<file path="src/hdl/md5sh_pkg.sv">
package md5sh_pkg;

   typedef logic [31:0]       word_type;
   typedef logic [3:0][31:0]  chain_type;

   localparam logic [1:0] FN_APPEND        = 2'd0;
   localparam logic [1:0] FN_APPEND_FINISH = 2'd1;
   localparam logic [1:0] FN_FINISH        = 2'd2;
   localparam logic [1:0] FN_ABORT         = 2'd3;

   localparam logic [7:0] PAD_BYTE = 8'h80;

   // chain word A sits in lane 0
   localparam chain_type CHAIN_INIT = {32'h10325476, 32'h98BADCFE,
                                       32'hEFCDAB89, 32'h67452301};

   localparam word_type ROUND_K [64] = '{
      32'hD76AA478, 32'hE8C7B756, 32'h242070DB, 32'hC1BDCEEE,
      32'hF57C0FAF, 32'h4787C62A, 32'hA8304613, 32'hFD469501,
      32'h698098D8, 32'h8B44F7AF, 32'hFFFF5BB1, 32'h895CD7BE,
      32'h6B901122, 32'hFD987193, 32'hA679438E, 32'h49B40821,
      32'hF61E2562, 32'hC040B340, 32'h265E5A51, 32'hE9B6C7AA,
      32'hD62F105D, 32'h02441453, 32'hD8A1E681, 32'hE7D3FBC8,
      32'h21E1CDE6, 32'hC33707D6, 32'hF4D50D87, 32'h455A14ED,
      32'hA9E3E905, 32'hFCEFA3F8, 32'h676F02D9, 32'h8D2A4C8A,
      32'hFFFA3942, 32'h8771F681, 32'h6D9D6122, 32'hFDE5380C,
      32'hA4BEEA44, 32'h4BDECFA9, 32'hF6BB4B60, 32'hBEBFBC70,
      32'h289B7EC6, 32'hEAA127FA, 32'hD4EF3085, 32'h04881D05,
      32'hD9D4D039, 32'hE6DB99E5, 32'h1FA27CF8, 32'hC4AC5665,
      32'hF4292244, 32'h432AFF97, 32'hAB9423A7, 32'hFC93A039,
      32'h655B59C3, 32'h8F0CCC92, 32'hFFEFF47D, 32'h85845DD1,
      32'h6FA87E4F, 32'hFE2CE6E0, 32'hA3014314, 32'h4E0811A1,
      32'hF7537E82, 32'hBD3AF235, 32'h2AD7D2BB, 32'hEB86D391
   };

   typedef enum logic [1:0] {
      CORE_IDLE,
      CORE_MIX,
      CORE_ROT,
      CORE_ADD
   } core_state_type;

   typedef enum logic [2:0] {
      ST_IDLE,
      ST_COMP,
      ST_PAD_MARK,
      ST_PAD_ZERO,
      ST_LEN_LO,
      ST_LEN_HI,
      ST_EMIT
   } top_state_type;

   typedef enum logic [1:0] {
      RET_APPEND,
      RET_PAD,
      RET_FINAL
   } ret_type;

   // status from the compression unit to the sequencer
   typedef struct packed {
      logic       done;
      logic [3:0] msg_index;
   } stat_type;

   function automatic logic [4:0] rot_amount(input logic [5:0] round);
      logic [4:0] r;
      unique case ({round[5:4], round[1:0]})
         4'd0:  r = 5'd7;
         4'd1:  r = 5'd12;
         4'd2:  r = 5'd17;
         4'd3:  r = 5'd22;
         4'd4:  r = 5'd5;
         4'd5:  r = 5'd9;
         4'd6:  r = 5'd14;
         4'd7:  r = 5'd20;
         4'd8:  r = 5'd4;
         4'd9:  r = 5'd11;
         4'd10: r = 5'd16;
         4'd11: r = 5'd23;
         4'd12: r = 5'd6;
         4'd13: r = 5'd10;
         4'd14: r = 5'd15;
         default: r = 5'd21;
      endcase
      return r;
   endfunction

endpackage

</file>
<file path="src/hdl/md5sh_compress.sv">
module md5sh_compress (
   input  logic                clock,
   input  logic                reset,
   input  logic                start,
   input  md5sh_pkg::chain_type chain_in,
   input  md5sh_pkg::word_type  msg_word,
   output md5sh_pkg::stat_type  stat,
   output md5sh_pkg::chain_type chain_out
);
   import md5sh_pkg::*;

   core_state_type state_ff, state_in;
   logic [5:0]     round_ff, round_in;
   word_type       a_ff, a_in, b_ff, b_in, c_ff, c_in, d_ff, d_in;
   word_type       sum_ff, sum_in;

   word_type       f_val;
   logic [3:0]     i4;
   logic [3:0]     g_idx;
   logic [63:0]    rot_dbl;
   chain_type      work;

   always_ff @(posedge clock) begin
      if (reset) begin
         state_ff <= CORE_IDLE;
         round_ff <= '0;
      end else begin
         state_ff <= state_in;
         round_ff <= round_in;
      end
      a_ff   <= a_in;
      b_ff   <= b_in;
      c_ff   <= c_in;
      d_ff   <= d_in;
      sum_ff <= sum_in;
   end

   assign i4 = round_ff[3:0];

   always_comb begin
      case (round_ff[5:4])
         2'd0: begin
            f_val = d_ff ^ (b_ff & (c_ff ^ d_ff));
            g_idx = i4;
         end
         2'd1: begin
            f_val = c_ff ^ (d_ff & (b_ff ^ c_ff));
            g_idx = 4'((i4 << 2) + i4 + 4'd1);
         end
         2'd2: begin
            f_val = b_ff ^ c_ff ^ d_ff;
            g_idx = 4'((i4 << 1) + i4 + 4'd5);
         end
         default: begin
            f_val = c_ff ^ (b_ff | ~d_ff);
            g_idx = 4'((i4 << 3) - i4);
         end
      endcase
   end

   assign rot_dbl = {sum_ff, sum_ff} << rot_amount(round_ff);
   assign work    = {d_ff, c_ff, b_ff, a_ff};

   always_comb begin
      for (int k = 0; k < 4; k++) begin
         chain_out[k] = chain_in[k] + work[k];
      end
   end

   assign stat.done      = (state_ff == CORE_ADD);
   assign stat.msg_index = g_idx;

   always_comb begin
      state_in = state_ff;
      round_in = round_ff;
      a_in     = a_ff;
      b_in     = b_ff;
      c_in     = c_ff;
      d_in     = d_ff;
      sum_in   = sum_ff;
      unique case (state_ff)
         CORE_IDLE: begin
            if (start) begin
               a_in     = chain_in[0];
               b_in     = chain_in[1];
               c_in     = chain_in[2];
               d_in     = chain_in[3];
               round_in = '0;
               state_in = CORE_MIX;
            end
         end
         CORE_MIX: begin
            sum_in   = a_ff + f_val + ROUND_K[round_ff] + msg_word;
            state_in = CORE_ROT;
         end
         CORE_ROT: begin
            a_in     = d_ff;
            d_in     = c_ff;
            c_in     = b_ff;
            b_in     = b_ff + rot_dbl[63:32];
            round_in = round_ff + 6'd1;
            state_in = (round_ff == 6'd63) ? CORE_ADD : CORE_MIX;
         end
         CORE_ADD: begin
            state_in = CORE_IDLE;
         end
         default: state_in = CORE_IDLE;
      endcase
   end

   a_start_idle: assert property (@(posedge clock) disable iff (reset)
      start |-> state_ff == CORE_IDLE)
      else $error("compression started while busy");

   a_rounds_done: assert property (@(posedge clock) disable iff (reset)
      state_ff == CORE_ADD |-> round_ff == 6'd0)
      else $error("final add reached before 64 rounds");

   a_done_pulse: assert property (@(posedge clock) disable iff (reset)
      stat.done |=> !stat.done)
      else $error("done held for more than one cycle");

endmodule

</file>
<file path="src/hdl/md5_stream_hasher.sv">
// Channel  | Direction | Ports                                   | Moves
// req      | in        | req_valid req_stall req_func req_data_byte | one byte or command
// rsp      | out       | rsp_valid rsp_stall rsp_digest_word      | one digest word
//          |           | rsp_word_index rsp_last_word             |
//
// A byte that does not fill the block is written to the buffer; one that fills it starts a
// compression: the shared round unit runs each of the 64 rounds as a mix and a rotate
// step, then the chaining add. A finish pads one byte a cycle, writes the length as a low
// and a high word, runs one or two compressions if a message is open, then offers four
// words. Reset: initial chaining words, no open message. req_stall is high while a block
// compresses, a finish runs or its words wait; rsp_stall only holds the current word.
module md5_stream_hasher (
   input  logic        clock,
   input  logic        reset,
   input  logic        req_valid,
   output logic        req_stall,
   input  logic [1:0]  req_func,
   input  logic [7:0]  req_data_byte,
   output logic        rsp_valid,
   input  logic        rsp_stall,
   output logic [31:0] rsp_digest_word,
   output logic [1:0]  rsp_word_index,
   output logic        rsp_last_word
);
   import md5sh_pkg::*;

   top_state_type state_ff, state_in;
   ret_type       ret_ff, ret_in;
   chain_type     chain_ff, chain_in;
   logic [5:0]    fill_ff, fill_in;
   logic [60:0]   total_ff, total_in;
   logic          open_ff, open_in;
   logic          pend_ff, pend_in;
   logic [6:0]    pos_ff, pos_in;
   logic          extra_ff, extra_in;
   logic [1:0]    cnt_ff, cnt_in;

   word_type      buf_ff [16];

   logic          wr_en;
   logic [3:0]    wr_idx;
   logic [3:0]    wr_mask;
   word_type      wr_data;

   logic          start;
   stat_type      stat;
   chain_type     chain_sum;
   word_type      msg_word;

   logic [5:0]    fill_cur;
   logic [60:0]   total_cur;
   logic [6:0]    pad_end;

   md5sh_compress u_compress (
      .clock     (clock),
      .reset     (reset),
      .start     (start),
      .chain_in  (chain_ff),
      .msg_word  (msg_word),
      .stat      (stat),
      .chain_out (chain_sum)
   );

   assign msg_word = buf_ff[stat.msg_index];

   always_ff @(posedge clock) begin
      if (wr_en) begin
         for (int k = 0; k < 4; k++) begin
            if (wr_mask[k]) begin
               buf_ff[wr_idx][k*8 +: 8] <= wr_data[k*8 +: 8];
            end
         end
      end
   end

   always_ff @(posedge clock) begin
      if (reset) begin
         state_ff <= ST_IDLE;
         ret_ff   <= RET_APPEND;
         chain_ff <= CHAIN_INIT;
         fill_ff  <= '0;
         total_ff <= '0;
         open_ff  <= 1'b0;
         pend_ff  <= 1'b0;
         pos_ff   <= '0;
         extra_ff <= 1'b0;
         cnt_ff   <= '0;
      end else begin
         state_ff <= state_in;
         ret_ff   <= ret_in;
         chain_ff <= chain_in;
         fill_ff  <= fill_in;
         total_ff <= total_in;
         open_ff  <= open_in;
         pend_ff  <= pend_in;
         pos_ff   <= pos_in;
         extra_ff <= extra_in;
         cnt_ff   <= cnt_in;
      end
   end

   assign req_stall       = (state_ff != ST_IDLE);
   assign rsp_valid       = (state_ff == ST_EMIT);
   assign rsp_digest_word = chain_ff[cnt_ff];
   assign rsp_word_index  = cnt_ff;
   assign rsp_last_word   = (cnt_ff == 2'd3);

   assign fill_cur  = open_ff ? fill_ff : 6'd0;
   assign total_cur = open_ff ? total_ff : 61'd0;
   assign pad_end   = extra_ff ? 7'd64 : 7'd56;

   always_comb begin
      state_in = state_ff;
      ret_in   = ret_ff;
      chain_in = chain_ff;
      fill_in  = fill_ff;
      total_in = total_ff;
      open_in  = open_ff;
      pend_in  = pend_ff;
      pos_in   = pos_ff;
      extra_in = extra_ff;
      cnt_in   = cnt_ff;
      wr_en    = 1'b0;
      wr_idx   = '0;
      wr_mask  = '0;
      wr_data  = '0;
      start    = 1'b0;
      unique case (state_ff)
         ST_IDLE: begin
            if (req_valid) begin
               unique case (req_func)
                  FN_ABORT: begin
                     open_in = 1'b0;
                  end
                  FN_FINISH: begin
                     state_in = open_ff ? ST_PAD_MARK : ST_EMIT;
                     cnt_in   = '0;
                  end
                  default: begin
                     // first byte of a message restarts the chain
                     if (!open_ff) begin
                        chain_in = CHAIN_INIT;
                     end
                     wr_en    = 1'b1;
                     wr_idx   = fill_cur[5:2];
                     wr_mask  = 4'b0001 << fill_cur[1:0];
                     wr_data  = {4{req_data_byte}};
                     fill_in  = fill_cur + 6'd1;
                     total_in = total_cur + 61'd1;
                     open_in  = 1'b1;
                     pend_in  = (req_func == FN_APPEND_FINISH);
                     if (fill_cur == 6'd63) begin
                        start    = 1'b1;
                        ret_in   = RET_APPEND;
                        state_in = ST_COMP;
                     end else if (req_func == FN_APPEND_FINISH) begin
                        state_in = ST_PAD_MARK;
                     end
                  end
               endcase
            end
         end
         ST_COMP: begin
            if (stat.done) begin
               chain_in = chain_sum;
               case (ret_ff)
                  RET_APPEND: begin
                     state_in = pend_ff ? ST_PAD_MARK : ST_IDLE;
                  end
                  RET_PAD: begin
                     pos_in   = '0;
                     extra_in = 1'b0;
                     state_in = ST_PAD_ZERO;
                  end
                  default: begin
                     fill_in  = '0;
                     open_in  = 1'b0;
                     cnt_in   = '0;
                     state_in = ST_EMIT;
                  end
               endcase
            end
         end
         ST_PAD_MARK: begin
            wr_en    = 1'b1;
            wr_idx   = fill_ff[5:2];
            wr_mask  = 4'b0001 << fill_ff[1:0];
            wr_data  = {4{PAD_BYTE}};
            pos_in   = {1'b0, fill_ff} + 7'd1;
            // no room for the length after the marker: pad out a whole block
            extra_in = (fill_ff >= 6'd56);
            state_in = ST_PAD_ZERO;
         end
         ST_PAD_ZERO: begin
            if (pos_ff == pad_end) begin
               if (extra_ff) begin
                  start    = 1'b1;
                  ret_in   = RET_PAD;
                  state_in = ST_COMP;
               end else begin
                  state_in = ST_LEN_LO;
               end
            end else begin
               wr_en   = 1'b1;
               wr_idx  = pos_ff[5:2];
               wr_mask = 4'b0001 << pos_ff[1:0];
               wr_data = '0;
               pos_in  = pos_ff + 7'd1;
            end
         end
         ST_LEN_LO: begin
            wr_en    = 1'b1;
            wr_idx   = 4'd14;
            wr_mask  = 4'hF;
            wr_data  = {total_ff[28:0], 3'b000};
            state_in = ST_LEN_HI;
         end
         ST_LEN_HI: begin
            wr_en    = 1'b1;
            wr_idx   = 4'd15;
            wr_mask  = 4'hF;
            wr_data  = total_ff[60:29];
            start    = 1'b1;
            ret_in   = RET_FINAL;
            state_in = ST_COMP;
         end
         ST_EMIT: begin
            if (!rsp_stall) begin
               cnt_in = cnt_ff + 2'd1;
               if (cnt_ff == 2'd3) begin
                  state_in = ST_IDLE;
               end
            end
         end
         default: state_in = ST_IDLE;
      endcase
   end

   a_last_ends: assert property (@(posedge clock) disable iff (reset)
      (rsp_valid && !rsp_stall && rsp_last_word) |=> !rsp_valid)
      else $error("digest words continue past the last one");

   a_pad_bound: assert property (@(posedge clock) disable iff (reset)
      state_ff == ST_PAD_ZERO |-> pos_ff <= 7'd64)
      else $error("padding ran past the block");

   a_done_waited: assert property (@(posedge clock) disable iff (reset)
      stat.done |-> state_ff == ST_COMP)
      else $error("compression finished while not awaited");

   a_emit_closed: assert property (@(posedge clock) disable iff (reset)
      state_ff == ST_EMIT |-> !open_ff)
      else $error("digest offered with message still open");

endmodule
</file>
<file path="config.mk">
export PLATFORM = sky130hd
export DESIGN_NAME = md5_stream_hasher
export DESIGN_NICKNAME = d
export VERILOG_FILES = /design/src/hdl/md5sh_pkg.sv /design/src/hdl/md5sh_compress.sv /design/src/hdl/md5_stream_hasher.sv
export SDC_FILE = /design/constraint.sdc
export NUM_CORES = 2
export LEC_CHECK = 0
export BUFFER_PORTS_ARGS = -buffer_cell sky130_fd_sc_hd__clkbuf_2
export CAP_MARGIN = 5
export CORE_MARGIN = 2
export CORE_UTILIZATION = 55
export DETAILED_ROUTE_END_ITERATION = 8
export PLACE_DENSITY = 0.71
export SLEW_MARGIN = 20
export SYNTH_ARGS = -nofsm -noshare
export SYNTH_HDL_FRONTEND = slang
export SYNTH_SLANG_ARGS = --single-unit
</file>
<file path="constraint.sdc">
create_clock -name clock -period 9.1 [get_ports clock]
set_clock_uncertainty 0.15 [all_clocks]
set_input_delay 2.73 -clock clock [delete_from_list [all_inputs] [get_ports clock]]
set_output_delay 2.73 -clock clock [all_outputs]
set_load 0.05 [all_outputs]
</file>
==> impl_metrics.env <==
export IMPL_die_x_um=316
export IMPL_io_pins=51
export IMPL_finalNetCount=5270
export IMPL_via_per_inst=6.53
export IMPL_synth_main_ff_cell="edfxtp_1"
export IMPL_synth_nets=5309
export IMPL_rsz0062_at_grt="false"
export IMPL_synthCells=5002
export IMPL_first_global_vias=38927
export IMPL_routed_wl_um=162000
export IMPL_leakagePower_uw=0.0212
export IMPL_power_density_nw_per_um2=199
export IMPL_synth_xor_area_share_pct=4.15
export IMPL_area_growth_pct=9.02
export IMPL_grtUsageTotal_pct=32.0
export IMPL_netlist_area_um2=53500
export IMPL_min_path_type="flip-flop to flip-flop"
export IMPL_stdcell_area_um2=58300
export IMPL_synth_edf_count=672
export IMPL_final_layout_size_suffix_gt1_share_pct=11.6
export IMPL_fin_crit_sh_pct=88.7
export IMPL_portBuffers=50
export IMPL_finalCriticalPeriod_ns=8.07
export IMPL_wire_per_inst_um=25.6
export IMPL_drv_cap=0
export IMPL_finalNonFillerCells=6317
export IMPL_worstSetupEndpointType="flip-flop"
export IMPL_place_area_um2=55100
export IMPL_cts_setup_buffers=0
export IMPL_antenna_found_initial=1
export IMPL_yosysSeqAreaShare_pct=46.2
export IMPL_slowest_delay_ns=0.80
export IMPL_slew_headroom_pct=20.3
export IMPL_ir_drop_v=0.000187
export IMPL_row_count=114
export IMPL_worst_ep_required_time_ns=9.34
export IMPL_status="finished, final reports clean"
export IMPL_synthArstFlopShare_pct=0
export IMPL_cp_cell_sequence="inv_1 > buf_4 > ha_1 > inv_1 > fa_1 > xor2_1 > xnor2_1 > a221oi_4 > buf_12 > mux2_2 > o21ai_0 > fa_1 > fa_1 > inv_1 > ha_1 > and3_1 > nand2b_1 > o2bb2a_1 > nor2b_1 > a311oi_1 > o21ai_0 > a31o_2 > o21ai_0 > xor2_1"
export IMPL_drt_pass1_iter_count=6
export IMPL_clock_sinks=897
export IMPL_start_util_pct=55.4
export IMPL_total_power_uw=11600
export IMPL_cp_max_fo=48
export IMPL_grt_start_max_net_pins=185
export IMPL_critPathArrivalTime_ns=8.32
export IMPL_hold_buffers=0
export IMPL_crit_slowest_cell="a221oi_4"
export IMPL_setup_viol=0
export IMPL_num_vias=41258
export IMPL_synth_top_family_by_area="compound AO/OA/AOI/OAI gates"
export IMPL_grt_overflow=0
export IMPL_finalHoldViolCount=0
export IMPL_avgSynthCellArea_um2=10.7
export IMPL_hpwl_um=114000
export IMPL_path_class="flip-flop to flip-flop"
export IMPL_min_path_cells=1
export IMPL_core_um2=96600
export IMPL_worstSkewPairLatency_ns=0.69
export IMPL_cts_max_level=3
export IMPL_crit_path_start_kind="flip-flop"
export IMPL_reg2reg_slack_ns=1.03
export IMPL_cts_resized=0
export IMPL_synth_mux_area_fraction_pct=11.7
export IMPL_drt_iter0_drc=4875
export IMPL_gp_congestion=0.966
export IMPL_ant_nets=0
export IMPL_synth_fa_ha_area_share_pct=8.39
export IMPL_drc=0
export IMPL_yosysWarnings=0
export IMPL_chipHeight_um=316
export IMPL_fmax_mhz=124
export IMPL_synth_compound_area_share_pct=14.4
export IMPL_maxSlewViolCount=0
export IMPL_cts_root_buf="clkbuf_16"
export IMPL_synth_seq_cells=897
export IMPL_cts_tree="yes"
export IMPL_clkTransAtPathRegs_ns=0.06
export IMPL_numCtsBuffers=92
export IMPL_synthSimpleGateAreaFrac_pct=11.9
export IMPL_rr_worst_depth=24
export IMPL_grt_pass1_wl_um=242000
export IMPL_setup_tns_ns=0
export IMPL_ys_types=85
export IMPL_clk_path_buf_depth=3
export IMPL_place_inst=6145
export IMPL_tightest_slew_ns=1.20
export IMPL_design_die_area_um2=99700
## flip-flops by register name (all words and copies together) (netlist names), named ones only
signal               count
u_compress.c_ff         32
pos_ff                   7
u_compress.state_ff      2
u_compress.a_ff         32
buf_ff                 512
u_compress.b_ff         32
pend_ff                  1
extra_ff                 1
u_compress.round_ff      6
u_compress.d_ff         32
chain_ff               128
state_ff                 3
fill_ff                  6
total_ff                61
u_compress.sum_ff       32
ret_ff                   2
open_ff                  1
rsp_word_index           2
## final timing paths
kind	startpoint	to
setup / recovery	u_compress.round_ff[1]	u_compress.sum_ff[30]
hold / removal	rsp_word_index[0]	rsp_word_index[0]
setup reg to reg	u_compress.round_ff[1]	u_compress.sum_ff[30]
hold reg to reg	rsp_word_index[0]	rsp_word_index[0]
## through the flow
step                util, %  hold slack, ns  setup WS [ns]
floorplan                 -           0.286           1.10
global placement       57.1           0.269           1.31
detailed placement     57.1           0.276           1.24
global route           60.3           0.300          0.674
finish                 60.4           0.285           1.03
CTS                    60.3           0.286           1.15
## cell type report
type	instances	area, um^2
Fill cell	7746	38300
Multi-Input combinational cell	3639	27100
Sequential cell	897	24700
Clock buffer	111	2430
Tap cell	1276	1600
Timing Repair Buffer	148	1010
Clock inverter	60	704
Inverter	185	699
Antenna cell	1	2.50
## cell usage in the layout (no fill, tap or decap), types with 22 or more instances in the layout
master     synthesis  final
a211oi_1          27     27
a21o_1            97     97
a21oi_1          306    305
a22oi_1           45     45
a31oi_1          102    102
and3_1            34     34
buf_4              0     97
clkbuf_16          0     94
clkbuf_2           0     49
dfxtp_1          225    216
edfxtp_1         672    672
fa_1              68     68
ha_1             225    225
inv_1            183    180
maj3_1            31     31
mux2_2            48     48
mux2i_1          125    125
mux4_2           199    199
nand2_1          666    665
nand2b_1          33     32
nand3_1          128    128
nand4_1           25     25
nor2_1           381    376
nor2b_1           32     31
nor3_1            60     60
o211ai_1          38     38
o21a_1            23     22
o21ai_0          349    327
o21bai_1          25     25
o221ai_1          36     36
o22ai_1           50     50
o31ai_1           23     23
xnor2_1          131    130
xor2_1           122    122
## cells by family after synthesis
kind of cell    Yosys count
compound gates         1236
flops                   897
buf+inv                 466
xor+xnor                253
mux                     372
fa+ha+maj               324
simple gates           1454
## synth_stat cells, types with 12 or more instances
library cell | n | area share [%]
a211oi_1 | 27 | 0.38
a21o_1 | 97 | 1.4
a21oi_1 | 306 | 2.9
a221oi_1 | 17 | 0.28
a22oi_1 | 45 | 0.63
a31oi_1 | 102 | 1.2
and2_1 | 18 | 0.21
and3_1 | 34 | 0.40
buf_1 | 45 | 0.32
buf_2 | 19 | 0.18
clkbuf_1 | 216 | 1.5
dfxtp_1 | 225 | 8.4
edfxtp_1 | 672 | 38
fa_1 | 68 | 2.5
ha_1 | 225 | 5.3
inv_1 | 183 | 1.3
maj3_1 | 31 | 0.58
mux2_2 | 48 | 1.0
mux2i_1 | 125 | 2.3
mux4_2 | 199 | 8.4
nand2_1 | 666 | 4.7
nand2b_1 | 33 | 0.39
nand3_1 | 128 | 1.2
nand4_1 | 25 | 0.29
nor2_1 | 381 | 2.7
nor2b_1 | 32 | 0.37
nor3_1 | 60 | 0.56
nor4_1 | 12 | 0.14
o211ai_1 | 38 | 0.53
o21a_1 | 23 | 0.32
o21ai_0 | 349 | 3.3
o21bai_1 | 25 | 0.35
o221ai_1 | 36 | 0.59
o22ai_1 | 50 | 0.59
o31ai_1 | 23 | 0.32
or3_1 | 19 | 0.22
xnor2_1 | 131 | 2.1
xor2_1 | 122 | 2.0
## metal layers
metal  global-route usage (%)  part of all wire (%)  up-vias
met5                        0                     0        -
li1                         -                     -    18594
met4                     15.1                   5.2        0
met2                     52.1                    47     2030
met3                     5.18                   8.3      395
met1                     42.3                    39    20239
## worst max-delay path, delay by kind of cell, from the launching register on
family	cells	cell delay [ns]
compound gates	7	2.86
xor+xnor	3	0.43
fa+ha+maj	5	2.19
buf+inv	5	0.89
flops	1	0.31
mux	1	0.39
simple gates	3	0.46
## where the power goes
part | internal, uW | switching, uW
Combinational | 999 | 1810
Sequential | 4720 | 146
Clock | 2280 | 1660
Total | 8000 | 3620
Note: power is estimated with default switching activity, not from simulation.
